<file path="src/rtl/sst_pkg.sv">
// Package with the shared widths, codes and defaults of the session slot table.
`timescale 1ns / 1ps

package sst_pkg;

    // Default number of session slots
    localparam int DEFAULT_SLOTS = 16;

    // Field widths
    localparam int MODE_W   = 2;
    localparam int ADDR_W   = 8;
    localparam int KEY_W    = 2 * ADDR_W;
    localparam int STATUS_W = 2;
    localparam int INDEX_W  = 4;

    // Source address sits above the destination in the key
    localparam int KEY_SHIFT = 8;

    // Request codes
    localparam logic [MODE_W-1:0] MODE_OPEN   = 2'd0;
    localparam logic [MODE_W-1:0] MODE_SEARCH = 2'd1;
    localparam logic [MODE_W-1:0] MODE_CLOSE  = 2'd2;

    // Result status codes
    localparam logic [STATUS_W-1:0] ST_OK   = 2'd0;
    localparam logic [STATUS_W-1:0] ST_OPEN = 2'd1;
    localparam logic [STATUS_W-1:0] ST_FULL = 2'd2;
    localparam logic [STATUS_W-1:0] ST_MISS = 2'd3;

endpackage

</file>
<file path="src/rtl/session_slot_table.sv">
// Session slot table: parallel key compare over all slots with lowest-free allocation.
// Flow: an accepted request is held in the input register and decoded from it; its
//   result is registered in the result register, which drives o_valid.
// Throughput: one request per cycle while the result side does not stall; the result
//   register and input register form a two-deep pipe that holds under output stall.
// Reset: synchronous, active low; clears every used mark and both valid flags.
//   Slot keys are not reset; a key is compared only while its slot is used.
`timescale 1ns / 1ps

module session_slot_table #(
    parameter int SLOTS = sst_pkg::DEFAULT_SLOTS
) (
    input  logic                         i_clk,
    input  logic                         i_rst_n,
    // Request channel
    input  logic                         i_valid,
    output logic                         o_stall,
    input  logic [sst_pkg::MODE_W-1:0]   i_mode,
    input  logic [sst_pkg::ADDR_W-1:0]   i_src_addr,
    input  logic [sst_pkg::ADDR_W-1:0]   i_dest_addr,
    // Result channel
    output logic                         o_valid,
    input  logic                         i_stall,
    output logic [sst_pkg::STATUS_W-1:0] o_status,
    output logic [sst_pkg::INDEX_W-1:0]  o_slot_index
);

    import sst_pkg::*;

    localparam int SLOT_W = (SLOTS > 1) ? $clog2(SLOTS) : 1;

    // Pipeline control
    logic                r_in_valid;
    logic                r_out_valid;
    logic                advance;
    logic                load;

    // Input register
    logic [MODE_W-1:0]   r_mode;
    logic [KEY_W-1:0]    r_key;

    // Slot table
    logic [SLOTS-1:0]    r_used;
    logic [KEY_W-1:0]    r_slot_key [SLOTS];

    // Result register
    logic [STATUS_W-1:0] r_status;
    logic [INDEX_W-1:0]  r_index;

    // Lookup results
    logic                hit;
    logic [SLOT_W-1:0]   hit_idx;
    logic                free_ok;
    logic [SLOT_W-1:0]   free_idx;
    logic [STATUS_W-1:0] n_status;
    logic [INDEX_W-1:0]  n_index;
    logic                do_open;
    logic                do_close;

    // Move the held item on when the result register is empty or being taken
    assign advance = r_in_valid && (!r_out_valid || !i_stall);
    assign load    = i_valid && !o_stall;
    assign o_stall = r_in_valid && !advance;

    // Capture the request and form its key
    always_ff @(posedge i_clk) begin
        if (!i_rst_n) begin
            r_in_valid <= 1'b0;
        end else if (load) begin
            r_in_valid <= 1'b1;
        end else if (advance) begin
            r_in_valid <= 1'b0;
        end
    end

    always_ff @(posedge i_clk) begin
        if (load) begin
            r_mode <= i_mode;
            r_key  <= (KEY_W'(i_src_addr) << KEY_SHIFT) | KEY_W'(i_dest_addr);
        end
    end

    // Compare the key against every used slot; keep the lowest match
    always_comb begin
        hit     = 1'b0;
        hit_idx = '0;
        for (int i = SLOTS - 1; i >= 0; i--) begin
            if (r_used[i] && (r_slot_key[i] == r_key)) begin
                hit     = 1'b1;
                hit_idx = SLOT_W'(i);
            end
        end
    end

    // Find the lowest free slot
    always_comb begin
        free_ok  = 1'b0;
        free_idx = '0;
        for (int i = SLOTS - 1; i >= 0; i--) begin
            if (!r_used[i]) begin
                free_ok  = 1'b1;
                free_idx = SLOT_W'(i);
            end
        end
    end

    // Decide the result and the table update
    always_comb begin
        n_status = ST_MISS;
        n_index  = '0;
        do_open  = 1'b0;
        do_close = 1'b0;
        unique case (r_mode)
            MODE_OPEN: begin
                if (hit) begin
                    n_status = ST_OPEN;
                end else if (!free_ok) begin
                    n_status = ST_FULL;
                end else begin
                    n_status = ST_OK;
                    n_index  = INDEX_W'(free_idx);
                    do_open  = 1'b1;
                end
            end
            MODE_SEARCH: begin
                if (hit) begin
                    n_status = ST_OK;
                    n_index  = INDEX_W'(hit_idx);
                end
            end
            MODE_CLOSE: begin
                if (hit) begin
                    n_status = ST_OK;
                    n_index  = INDEX_W'(hit_idx);
                    do_close = 1'b1;
                end
            end
            default: begin
                // reserved request: answer as not found, leave the table alone
                n_status = ST_MISS;
            end
        endcase
    end

    // Update the used marks as the item leaves the input register
    always_ff @(posedge i_clk) begin
        if (!i_rst_n) begin
            r_used <= '0;
        end else if (advance) begin
            if (do_open) begin
                r_used[free_idx] <= 1'b1;
            end else if (do_close) begin
                r_used[hit_idx] <= 1'b0;
            end
        end
    end

    // Store the key of a newly opened slot
    always_ff @(posedge i_clk) begin
        if (advance && do_open) begin
            r_slot_key[free_idx] <= r_key;
        end
    end

    // Hold the result until it is taken
    always_ff @(posedge i_clk) begin
        if (!i_rst_n) begin
            r_out_valid <= 1'b0;
        end else if (advance) begin
            r_out_valid <= 1'b1;
        end else if (!i_stall) begin
            r_out_valid <= 1'b0;
        end
    end

    always_ff @(posedge i_clk) begin
        if (advance) begin
            r_status <= n_status;
            r_index  <= n_index;
        end
    end

    assign o_valid      = r_out_valid;
    assign o_status     = r_status;
    assign o_slot_index = r_index;

endmodule

</file>
<file path="config.mk">
export PLATFORM = sky130hd
export DESIGN_NAME = session_slot_table
export DESIGN_NICKNAME = d
export VERILOG_FILES = /design/src/rtl/sst_pkg.sv /design/src/rtl/session_slot_table.sv
export SDC_FILE = /design/constraint.sdc
export NUM_CORES = 1
export LEC_CHECK = 0
export BUFFER_PORTS_ARGS = -buffer_cell sky130_fd_sc_hd__buf_2
export CAP_MARGIN = 20
export CORE_ASPECT_RATIO = 1.25
export CORE_MARGIN = 4
export CORE_UTILIZATION = 55
export CTS_CLUSTER_DIAMETER = 100
export CTS_CLUSTER_SIZE = 40
export DETAILED_ROUTE_END_ITERATION = 12
export HOLD_SLACK_MARGIN = 0.08
export PLACE_DENSITY_LB_ADDON = 0.1
export SLEW_MARGIN = 15
export SYNTH_ARGS = -nofsm -noshare
export SYNTH_HDL_FRONTEND = slang
export SYNTH_SLANG_ARGS = --single-unit
</file>
<file path="constraint.sdc">
create_clock -name i_clk -period 4.3 [get_ports i_clk]
set_input_delay 0.645 -clock i_clk [delete_from_list [all_inputs] [get_ports i_clk]]
set_output_delay 0.645 -clock i_clk [all_outputs]
set_load 0.1 [all_outputs]
</file>
# Word level (Yosys, flattened, before mapping)
# Memory sizes are Yosys's and may differ from the RTL's.
# Index checks and enable logic that the tools add are counted.
# totals
register_bits	42
mem_bits_rw	256
in_bits	22
output_inout_bits	8
word_cells	156
mem_count	1
# op_classes
n_lt_le_gt_ge	4
n_eq_ne	19
n_mux	89
n_bitwise	4
n_reduce_logical	32
# memory_table
memory	words	width	read_ports	rd_clocked_by_memory_dff	wr	line_no	text
r_slot_key	16	16	16	0	1	session_slot_table.sv:44	logic [KEY_W-1:0] r_slot_key [SLOTS];
# ops
op	count
16-bit equality test	16
4-bit two-way mux	35
1-bit two-way mux	45
16-bit two-way mux	2
1-bit logical AND	22
16-bit bitwise AND	1
16-bit inverter	1
16-bit bitwise OR	1
16-bit by 8-bit bitwise OR with 16-bit output	1
4-bit by 5-bit < comparator with 1-bit output (second input constant)	2
1-bit demux with 4-bit select	2
4-bit by 1-bit >= comparator with 1-bit output (second input constant)	2
4-bit case mux with 2 select lines	1
2-bit two-way mux	3
1-bit logical NOT	4
2-bit case mux with 2 select lines	1
2-bit nonzero test	2
2-bit by 1-bit equality test with 1-bit output (second input constant)	1
2-bit equality test (second input constant)	1
2-bit logical NOT	1
2-bit by 1-bit inequality test with 1-bit output (second input constant)	1
2-bit AND reduction	1
2-bit OR reduction	1
1-bit logical OR	1

# Logic depth before layout (Yosys ltp)
# Gate-level depths: netlist (run 1).
# depth
ltp_word	26
ltp_mapped	12
depth_no_buf	9

# Least setup slack after synthesis (run 1)
# Ideal clock, no wire load.
# synth_timing
kind	reg-to-reg
start	register r_key[10]
end	memory r_slot_key[2][0] in the netlist's numbering, enable pin
setup_time_ns	0.413
t_arrival_ns	3.588
required_ns	3.887
slack_ns	0.299
path_stages_with_launch	11
n_path_buf	2
synth_period_minus_slack_ns	4.001
path_cell_list	edfxtp_1 -> buf_2 -> buf_4 -> xor2_1 -> nor4_1 -> and3_1 -> nand4_1 -> nand4bb_1 -> nor4_4 -> and2_1 -> nor3b_1
# synth_between
elab_chain_cells	23
word_cells_on_any_way	53
classes_between	eq/ne (16); mux (20); reduce/logical (17)
# synth_rtl
element	line_no	text
start, declared	session_slot_table.sv:40	logic [KEY_W-1:0] r_key;
start signal, assigned	session_slot_table.sv:79	r_key <= (KEY_W'(i_src_addr) << KEY_SHIFT) | KEY_W'(i_dest_addr);
16-bit equality test	session_slot_table.sv:88	if (r_used[i] && (r_slot_key[i] == r_key)) begin
1-bit logical AND	session_slot_table.sv:88	
1-bit two-way mux (15 in a row)	session_slot_table.sv:88	
1-bit two-way mux (*)	session_slot_table.sv:88	
1-bit two-way mux (*)	session_slot_table.sv:115	if (hit) begin
1-bit two-way mux (*)	session_slot_table.sv:113	unique case (r_mode)
1-bit logical AND (*)	session_slot_table.sv:160	if (advance && do_open) begin
1-bit two-way mux (*)	session_slot_table.sv:160	
1-bit two-way mux (implied by the code) (*)	session_slot_table.sv:161	r_slot_key[free_idx] <= r_key;
end, declared	session_slot_table.sv:44	
# Every way passes the cells marked *; elsewhere a longest branch is shown, timed or not.

# Final worst setup path (run 1)
# layout_timing
start	register r_key[14]
end	register r_index[1] (netlist: o_slot_index[1]), data pin
# layout_between
elab_chain_cells	20
word_cells_on_any_way	67
classes_between	eq/ne (16); mux (35); reduce/logical (16)
# layout_rtl
element	line_no	text
16-bit equality test	session_slot_table.sv:88	
1-bit logical AND	session_slot_table.sv:88	
4-bit two-way mux or 1-bit two-way mux (tied branches) (16 in a row)	session_slot_table.sv:88	
4-bit two-way mux, on equally long branches	session_slot_table.sv:126, session_slot_table.sv:132, session_slot_table.sv:115	
4-bit case mux with 2 select lines (*)	session_slot_table.sv:113	
net n_index[1]	session_slot_table.sv:56	logic [INDEX_W-1:0] n_index;
end signal, assigned	session_slot_table.sv:179	r_index <= n_index;
end, declared	session_slot_table.sv:48	logic [INDEX_W-1:0] r_index;
# Mark *: on every way through the listed nets, which the timed path passes. The rest lies on a longest branch.
# A chain may end at the register's enable or synchronous reset.

==> results of run 1 <==
-- worst min path at each step --
stage,endpoint,cells past startpoint
global placement,o_valid,2
global route,r_mode[0],1
floorplan,o_valid,2
CTS,r_mode[0],1
detailed placement,r_used[3],2
finish,r_mode[0],1
-- power breakdown --
part	total [W]	switching (W)	internal, W
Clock	0.00132	0.000828	0.000497
Sequential	0.00323	0.0000456	0.00319
Combinational	0.000369	0.000231	0.000138
Total	0.00493	0.00110	0.00382
-- placed cells by master, fill, tap and decap left out, types with 5 or more instances in the layout --
| cell | Yosys | routed |
|---|---|---|
| inv_1 | 7 | 7 |
| nand2_1 | 44 | 44 |
| buf_12 | 0 | 6 |
| and3_1 | 13 | 13 |
| a31oi_1 | 8 | 8 |
| nor3_1 | 24 | 24 |
| o21ai_0 | 6 | 6 |
| nor2b_1 | 8 | 7 |
| a21oi_1 | 16 | 16 |
| xor2_1 | 122 | 122 |
| nor3b_1 | 10 | 9 |
| clkbuf_16 | 0 | 11 |
| xnor2_1 | 130 | 130 |
| nor4b_1 | 6 | 6 |
| or4_1 | 6 | 6 |
| dfxtp_1 | 18 | 18 |
| or3_1 | 7 | 7 |
| nand3_1 | 38 | 38 |
| buf_2 | 19 | 29 |
| a211oi_1 | 5 | 5 |
| or2_2 | 8 | 8 |
| nand4b_1 | 13 | 13 |
| and2_1 | 6 | 6 |
| edfxtp_1 | 280 | 280 |
| nand2b_1 | 7 | 7 |
| buf_4 | 6 | 59 |
| nand4_1 | 51 | 51 |
| nor2_1 | 45 | 45 |
| nor4_1 | 38 | 38 |
-- metal layers --
layer	track usage, %	part of all wire, %
met2	41.5	51
met5	0	0
met1	31.4	41
met4	7.76	3.3
met3	2.29	4.3
-- state kept, by name (all words and copies together) (netlist names) --
register / count
r_used: 16
o_status: 2
r_key: 16
r_in_valid: 1
r_mode: 2
o_valid: 1
o_slot_index: 4
r_slot_key: 256
-- logic make-up (layout without fill, tap and decap cells) --
logic type / after synthesis / count (layout) / share of synthesized area [%]
flops: 298 / 298 / 63.2
compound gates: 66 / 66 / 3.38
simple gates: 349 / 349 / 14.7
fa+ha+maj: 3 / 3 / 0.271
mux: 1 / 1 / 0.0722
buf+inv: 42 / 120 / 1.93
xor+xnor: 256 / 256 / 16.4
-- stage by stage --
step	setup WS [ps]	total power, W	utilization [%]	hold slack (ps)	std cells
CTS	219	0.00496	61.1	298	1422
floorplan	299	0.00353	-	470	1015
detailed placement	220	0.00367	59.8	549	1405
global route	7.38	0.00510	61.2	285	1423
global placement	217	0.00366	59.8	534	1405
finish	211	0.00493	61.2	308	1423
-- worst reg2reg max path, stage by stage (launching register included) --
cell	delay (ps)
edfxtp_1	700
buf_4	480
xnor2_1	210
nand4_1	110
or4_1	410
or4_4	530
a211oi_1	370
o221ai_1	230
a21oi_1	590
nand2_1	110
a21oi_1	200
-- cell type report --
class	count	area (sq um)	area share, %
sequential	298	8770	58.1
multi-input combinational	675	4840	32.1
timing repair buffer	95	719	4.77
tap	330	413	2.74
clock buffer	15	290	1.92
inverter	8	30.0	0.199
clock inverter	2	23.8	0.158
==> impl_results.md, run 1 <==
- HPWL Detailed: 23300 um
- Critical path origin: r_key[14]
- Synth Net Count: 1040
- Post-CTS resize count: 0
- Worst R2R Start: r_key[14]
- Setup TNS: 0 ps
- Vias in the first global route: 8393
- Relative slew slack: 50.0%
- Share of the synthesized area in the top cell type: 60.6%
- Post-Route WL: 32600 um
- Cell family with most CP delay: compound AO/OA/AOI/OAI gates
- Num CTS Buffers: 11
- Tcrit/Tclk final: 95.1%
- Crit-path cells: buf_4 > xnor2_1 > nand4_1 > or4_1 > or4_4 > a211oi_1 > o221ai_1 > a21oi_1 > nand2_1 > a21oi_1
- IO Pins: 30
- CTS Sinks: 298
- Die area: 27800 sq um
- CP bufs+invs: 1
- Post-CTS Repair Setup Buffers: 0
- Post-DP Area: 14800 sq um
- Fill cell count: 2047
- Worst Tran Pin Value: 751 ps
- Pwr Density: 327 nW/um^2
- Crit path capture: o_slot_index[1]
- Synth area leaders: edfxtp_1, xnor2_1, xor2_1
- H-Tree Depth: 1
- Slowest-stage cell, CP: edfxtp_1
- CTS tree: built
- WL per Instance: 22.9 um
- Post-route clock skew: 47.7 ps
- YS warnings: 0
- CTS Buffer Depth: 3
- Root buf cell: clkbuf_16
- Arr. time, crit path: 4440 ps
- GPL Wtd Cong: 0.939
- Pre-antenna DRT Iters: 5
- Synth Flop Type: edfxtp_1
- Later-pin clock latency in the skew report: 510 ps
- Final Max Slew Viols: 0
- Synth area leader: edfxtp_1
- Syn avg cell area: 13.7 sq um
- Count leader, synth: edfxtp_1
- First-pass GRT wire length: 49500 um
- CTS Hold Bufs: 0
- Die H: 186 um
- Antenna diodes: 0
- Total GRT Usage: 23.7%
- Port bufs: 29
- DR vias: 8367
- Crit path time final: 4090 ps
- Reg-to-reg slack, setup: 210 ps
- Initial DRC Count: 571
- Initial antenna violation count: 0
- Kind of critical path: flop to flop
- Starting Density: 56.2%
- Startpoint Class: flop
- Nets: 1114
- Peak Freq: 245 MHz
- DRC: 0
- Cell depth of the worst flop-to-flop path: 10
- Final Hold Viols: 0
- Netlist cell types: 65
- Synth cell count leaders: edfxtp_1, xnor2_1, xor2_1, nand4_1, nor2_1
- Via/cell ratio: 5.88
- RSZ-0062 raised after global routing: false
- P&R area growth vs syn: 8.77%
- Clock transition at path regs: 150 ps
- Post-synth ARST share: 0%
- Post-synth EDFFs: 280
- Crit. End Element: flop
- Pin count of the biggest net entering global routing: 42
- Critical Path Fanout Max: 22
- CP dominant cell by count: a21oi_1
- Final setup fails: 0
- WP depth: 10
- Core area: 24700 sq um
- Outcome: completed
- Synth Register Bits: 298
- LEAKAGE: 4.89 nW
- Max-Cap Viols: 0
- Routed Antenna Nets: 0
- Design Area, Final: 15100 sq um
- Chip width: 150 um
- Sequential area share after synthesis: 63.2%
- Reg-to-Reg End: o_slot_index[1]
- Post-Syn Instances: 1015
- HP Class: primary input to flop
- CP max stage delay: 700 ps
- VDD IR max: 377 uV
- Congestion Overflow GR: 0
- Share of cells above drive strength 1: 12.2%
- Num rows: 64
- Cell Area, Synth: 13900 sq um
- Hold_sp: i_mode[0]
- Critical Path RT: 4660 ps
Note: power is estimated with default switching activity, not from simulation.
==> run 2: changes to the inputs <==
--- a/config.mk
+++ b/config.mk
@@ -8,11 +8,12 @@
 export BUFFER_PORTS_ARGS = -buffer_cell sky130_fd_sc_hd__buf_2
 export CAP_MARGIN = 20
 export CORE_ASPECT_RATIO = 1.25
-export CORE_MARGIN = 4
+export CORE_MARGIN = 3
 export CORE_UTILIZATION = 55
 export CTS_CLUSTER_DIAMETER = 100
 export CTS_CLUSTER_SIZE = 40
 export DETAILED_ROUTE_END_ITERATION = 12
+export GPL_TIMING_DRIVEN = 0
 export HOLD_SLACK_MARGIN = 0.08
 export PLACE_DENSITY_LB_ADDON = 0.1
 export SLEW_MARGIN = 15
==> impl_results.md, run 2 (synthesis gave the netlist of run 1 again) <==
- Outcome: completed (unchanged)
- LEAKAGE: 4.83 nW (was 4.89 nW)
- Critical Path Fanout Max: 16 (was 22)
- Congestion Overflow GR: 0 (unchanged)
- Max reg flops: 256 (unchanged)
- Pre-antenna DRT Iters: 5 (unchanged)
- Gr busiest metal: met2 (unchanged)
- Startpoint Class: flop (unchanged)
- Reg-to-reg slack, setup: 220 ps (was 210 ps)
- Switching Share: 23.8% (was 22.4%)
- Routed Antenna Nets: 0 (unchanged)
- Root buf cell: clkbuf_16 (unchanged)
- Chip width: 148 um (was 150 um)
- Antenna diodes: 0 (unchanged)
- Num rows: 64 (unchanged)
- Share of power burned in the clock network: 27.2% (was 26.9%)
- Setup ws final: 216 ps (was 211 ps)
- Port bufs: 29 (unchanged)
- Pin count of the biggest net entering global routing: 42 (unchanged)
- Total GRT Usage: 30.0% (was 23.7%)
- Final setup fails: 0 (unchanged)
- H-Tree Depth: 1 (unchanged)
- Worst Tran Pin Value: 1150 ps (was 751 ps)
- Kind of critical path: flop to flop (unchanged)
- Cell Int Power: 0.00382 W (about the same)
- Critical path origin: r_key[1] (was r_key[14])
- Crit path capture: r_slot_key[3][10] (was o_slot_index[1])
- Tcrit/Tclk final: 95.0% (was 95.1%)
- Crit path time final: 4080 ps (was 4090 ps)
- Pwr Density: 332 nW/um^2 (was 327 nW/um^2)
- Share of cells above drive strength 1: 13.0% (was 12.2%)
- CTS Sinks: 298 (unchanged)
- HPWL Detailed: 25500 um (was 23300 um)
- Routing usage on met2: 52.4% (was 41.5%)
- Nets: 1108 (was 1114)
- Met1 GRT Util: 37.8% (was 31.4%)
- Most frequent cells in the layout: edfxtp_1, xnor2_1, xor2_1 (unchanged)
- WHS: 294 ps (was 308 ps)
- Sw power: 0.00119 W (was 0.00110 W)
- Relative slew slack: 22.7% (was 50.0%)
- CP max stage delay: 530 ps (was 700 ps)
- Later-pin clock latency in the skew report: 520 ps (was 510 ps)
- Placed cell count: 1379 (was 1405)
- VDD IR max: 417 uV (was 377 uV)
- Reg-to-Reg End: r_slot_key[3][10] (was o_slot_index[1])
- Final Hold Viols: 0 (unchanged)
- Multi-input gate area: 4930 sq um (was 4840 sq um)
- Num CTS Buffers: 11 (unchanged)
- DRC: 0 (unchanged)
- Slowest-stage cell, CP: nor4_4 (was edfxtp_1)
- Crit-path cells: buf_2 > buf_4 > xor2_1 > nor4b_1 > nand4b_1 > nand4bb_1 > nor4_4 > and2_1 > nand3_2 > nor2_4 (was buf_4 > xnor2_1 > nand4_1 > or4_1 > or4_4 > a211oi_1 > o221ai_1 > a21oi_1 > nand2_1 > a21oi_1)
- Worst R2R Start: r_key[1] (was r_key[14])
- Die area: 27200 sq um (was 27800 sq um)
- Register share of total power: 63.8% (was 65.6%)
- Hold_sp: i_mode[0] (unchanged)
- Setup TNS: 0 ps (unchanged)
- Max-Cap Viols: 0 (unchanged)
- Non-filler instance count after layout: 1417 (was 1423)
- Overall power: 0.00502 W (was 0.00493 W)
- WL per Instance: 28.8 um (was 22.9 um)
- Critical Path RT: 4470 ps (was 4660 ps)
- First-pass GRT wire length: 57800 um (was 49500 um)
- Starting Density: 56.2% (unchanged)
- Fill cell count: 2010 (was 2047)
- M3 GR Usage: 3.18% (was 2.29%)
- Register bank with the most flops: r_slot_key (unchanged)
- Post-Route WL: 40800 um (was 32600 um)
- Gate power share: 9.0% (was 7.5%)
- CTS tree: built (unchanged)
- Post-route clock skew: 48.0 ps (was 47.7 ps)
- Most common cell after layout, fill and taps aside: edfxtp_1 (unchanged)
- CTS Buffer Depth: 3 (unchanged)
- Clock transition at path regs: 140 ps (was 150 ps)
- Vias in the first global route: 8532 (was 8393)
- P&R area growth vs syn: 8.84% (was 8.77%)
- Reg area: 8770 sq um (unchanged)
- Die H: 184 um (was 186 um)
- Cell depth of the worst flop-to-flop path: 10 (unchanged)
- DP Worst Slack: -1030 ps (was 220 ps)
- Largest registers: r_slot_key: 256 flops, r_key: 16 flops, r_used: 16 flops (unchanged)
- Initial DRC Count: 964 (was 571)
- Via/cell ratio: 6.16 (was 5.88)
- GPL Wtd Cong: 0.943 (was 0.939)
- Peak Freq: 245 MHz (about the same)
- Initial antenna violation count: 1 (was 0)
- Final Max Slew Viols: 0 (unchanged)
- Arr. time, crit path: 4250 ps (was 4440 ps)
- HP Class: primary input to flop (unchanged)
- RSZ-0062 raised after global routing: false (unchanged)
- DR vias: 8732 (was 8367)
- Crit. End Element: flop (unchanged)
- Core area: 24700 sq um (unchanged)
- IO Pins: 30 (unchanged)
==> run 2: cell types whose count changed in the layout (fill, tap and decap cells not counted), moves of 2 or more <==
cell and change:
buf_6 +9, buf_12 -5, nor2_2 +2, clkbuf_1 +2, buf_2 +13, buf_8 +2, clkbuf_4 +3, nor2_1 -13
nor2_4 +11, buf_4 -29
==> run 2: layout make-up <==
cell class | count | share of cell area (%)
multi-input combinational | 675 | 32.7
sequential | 298 | 58.1
timing repair buffer | 55 | 2.46
clock inverter | 1 | 0.199
buffer | 34 | 1.67
clock buffer | 16 | 1.95
tap | 330 | 2.74
inverter | 8 | 0.199
==> run 2: repair_timing <==
action | CTS | global route
gates resized for setup | 13 | 8
buffers inserted | 18 | 3
pin swaps | 0 | 2
endpoints found under the setup margin | 278 | 235
hold buffers | 0 | 0
==> run 2: power by group through the flow <==
stage	sequential [W]	combinational, W	clock [W]
5_1_grt	0.00320	0.000474	0.00147
4_1_cts	0.00320	0.000447	0.00137
2_1_floorplan	0.00330	0.000231	0
6_report	0.00320	0.000450	0.00136
3_5_place_dp	0.00333	0.000357	0
3_3_place_gp	0.00333	0.000354	0
==> run 2: worst min path at each step <==
stage / to / slack [ps] / cells past startpoint
floorplan: o_valid / 470 / 2
global placement: o_valid / 500 / 2
detailed placement: o_valid / 530 / 2
CTS: r_mode[0] / 290 / 1
global route: r_mode[0] / 280 / 1
finish: r_mode[0] / 290 / 1
==> run 2: routing by layer <==
| metal | wire [um] | share of wire (%) | vias up |
|---|---|---|---|
| li1 | - | - | 3923 |
| met1 | 15600 | 38 | 4356 |
| met2 | 20700 | 51 | 367 |
| met3 | 2350 | 5.8 | 86 |
| met4 | 2170 | 5.3 | 0 |
| met5 | 0 | 0 | - |
==> run 2: critical path, delay by kind of cell (launching register included) <==
family	cells	cell delay [ps]
flops	1	510
xor+xnor	1	250
simple gates	7	2290
buf+inv	2	710
==> run 2: metrics by stage <==
stage	instance area, sq um	utilization, %
3_3_place_gp	14400	58.5
4_1_cts	15000	60.9
2_1_floorplan	13900	-
5_1_grt	15100	61.2
6_report	15100	61.2
3_5_place_dp	14500	58.9
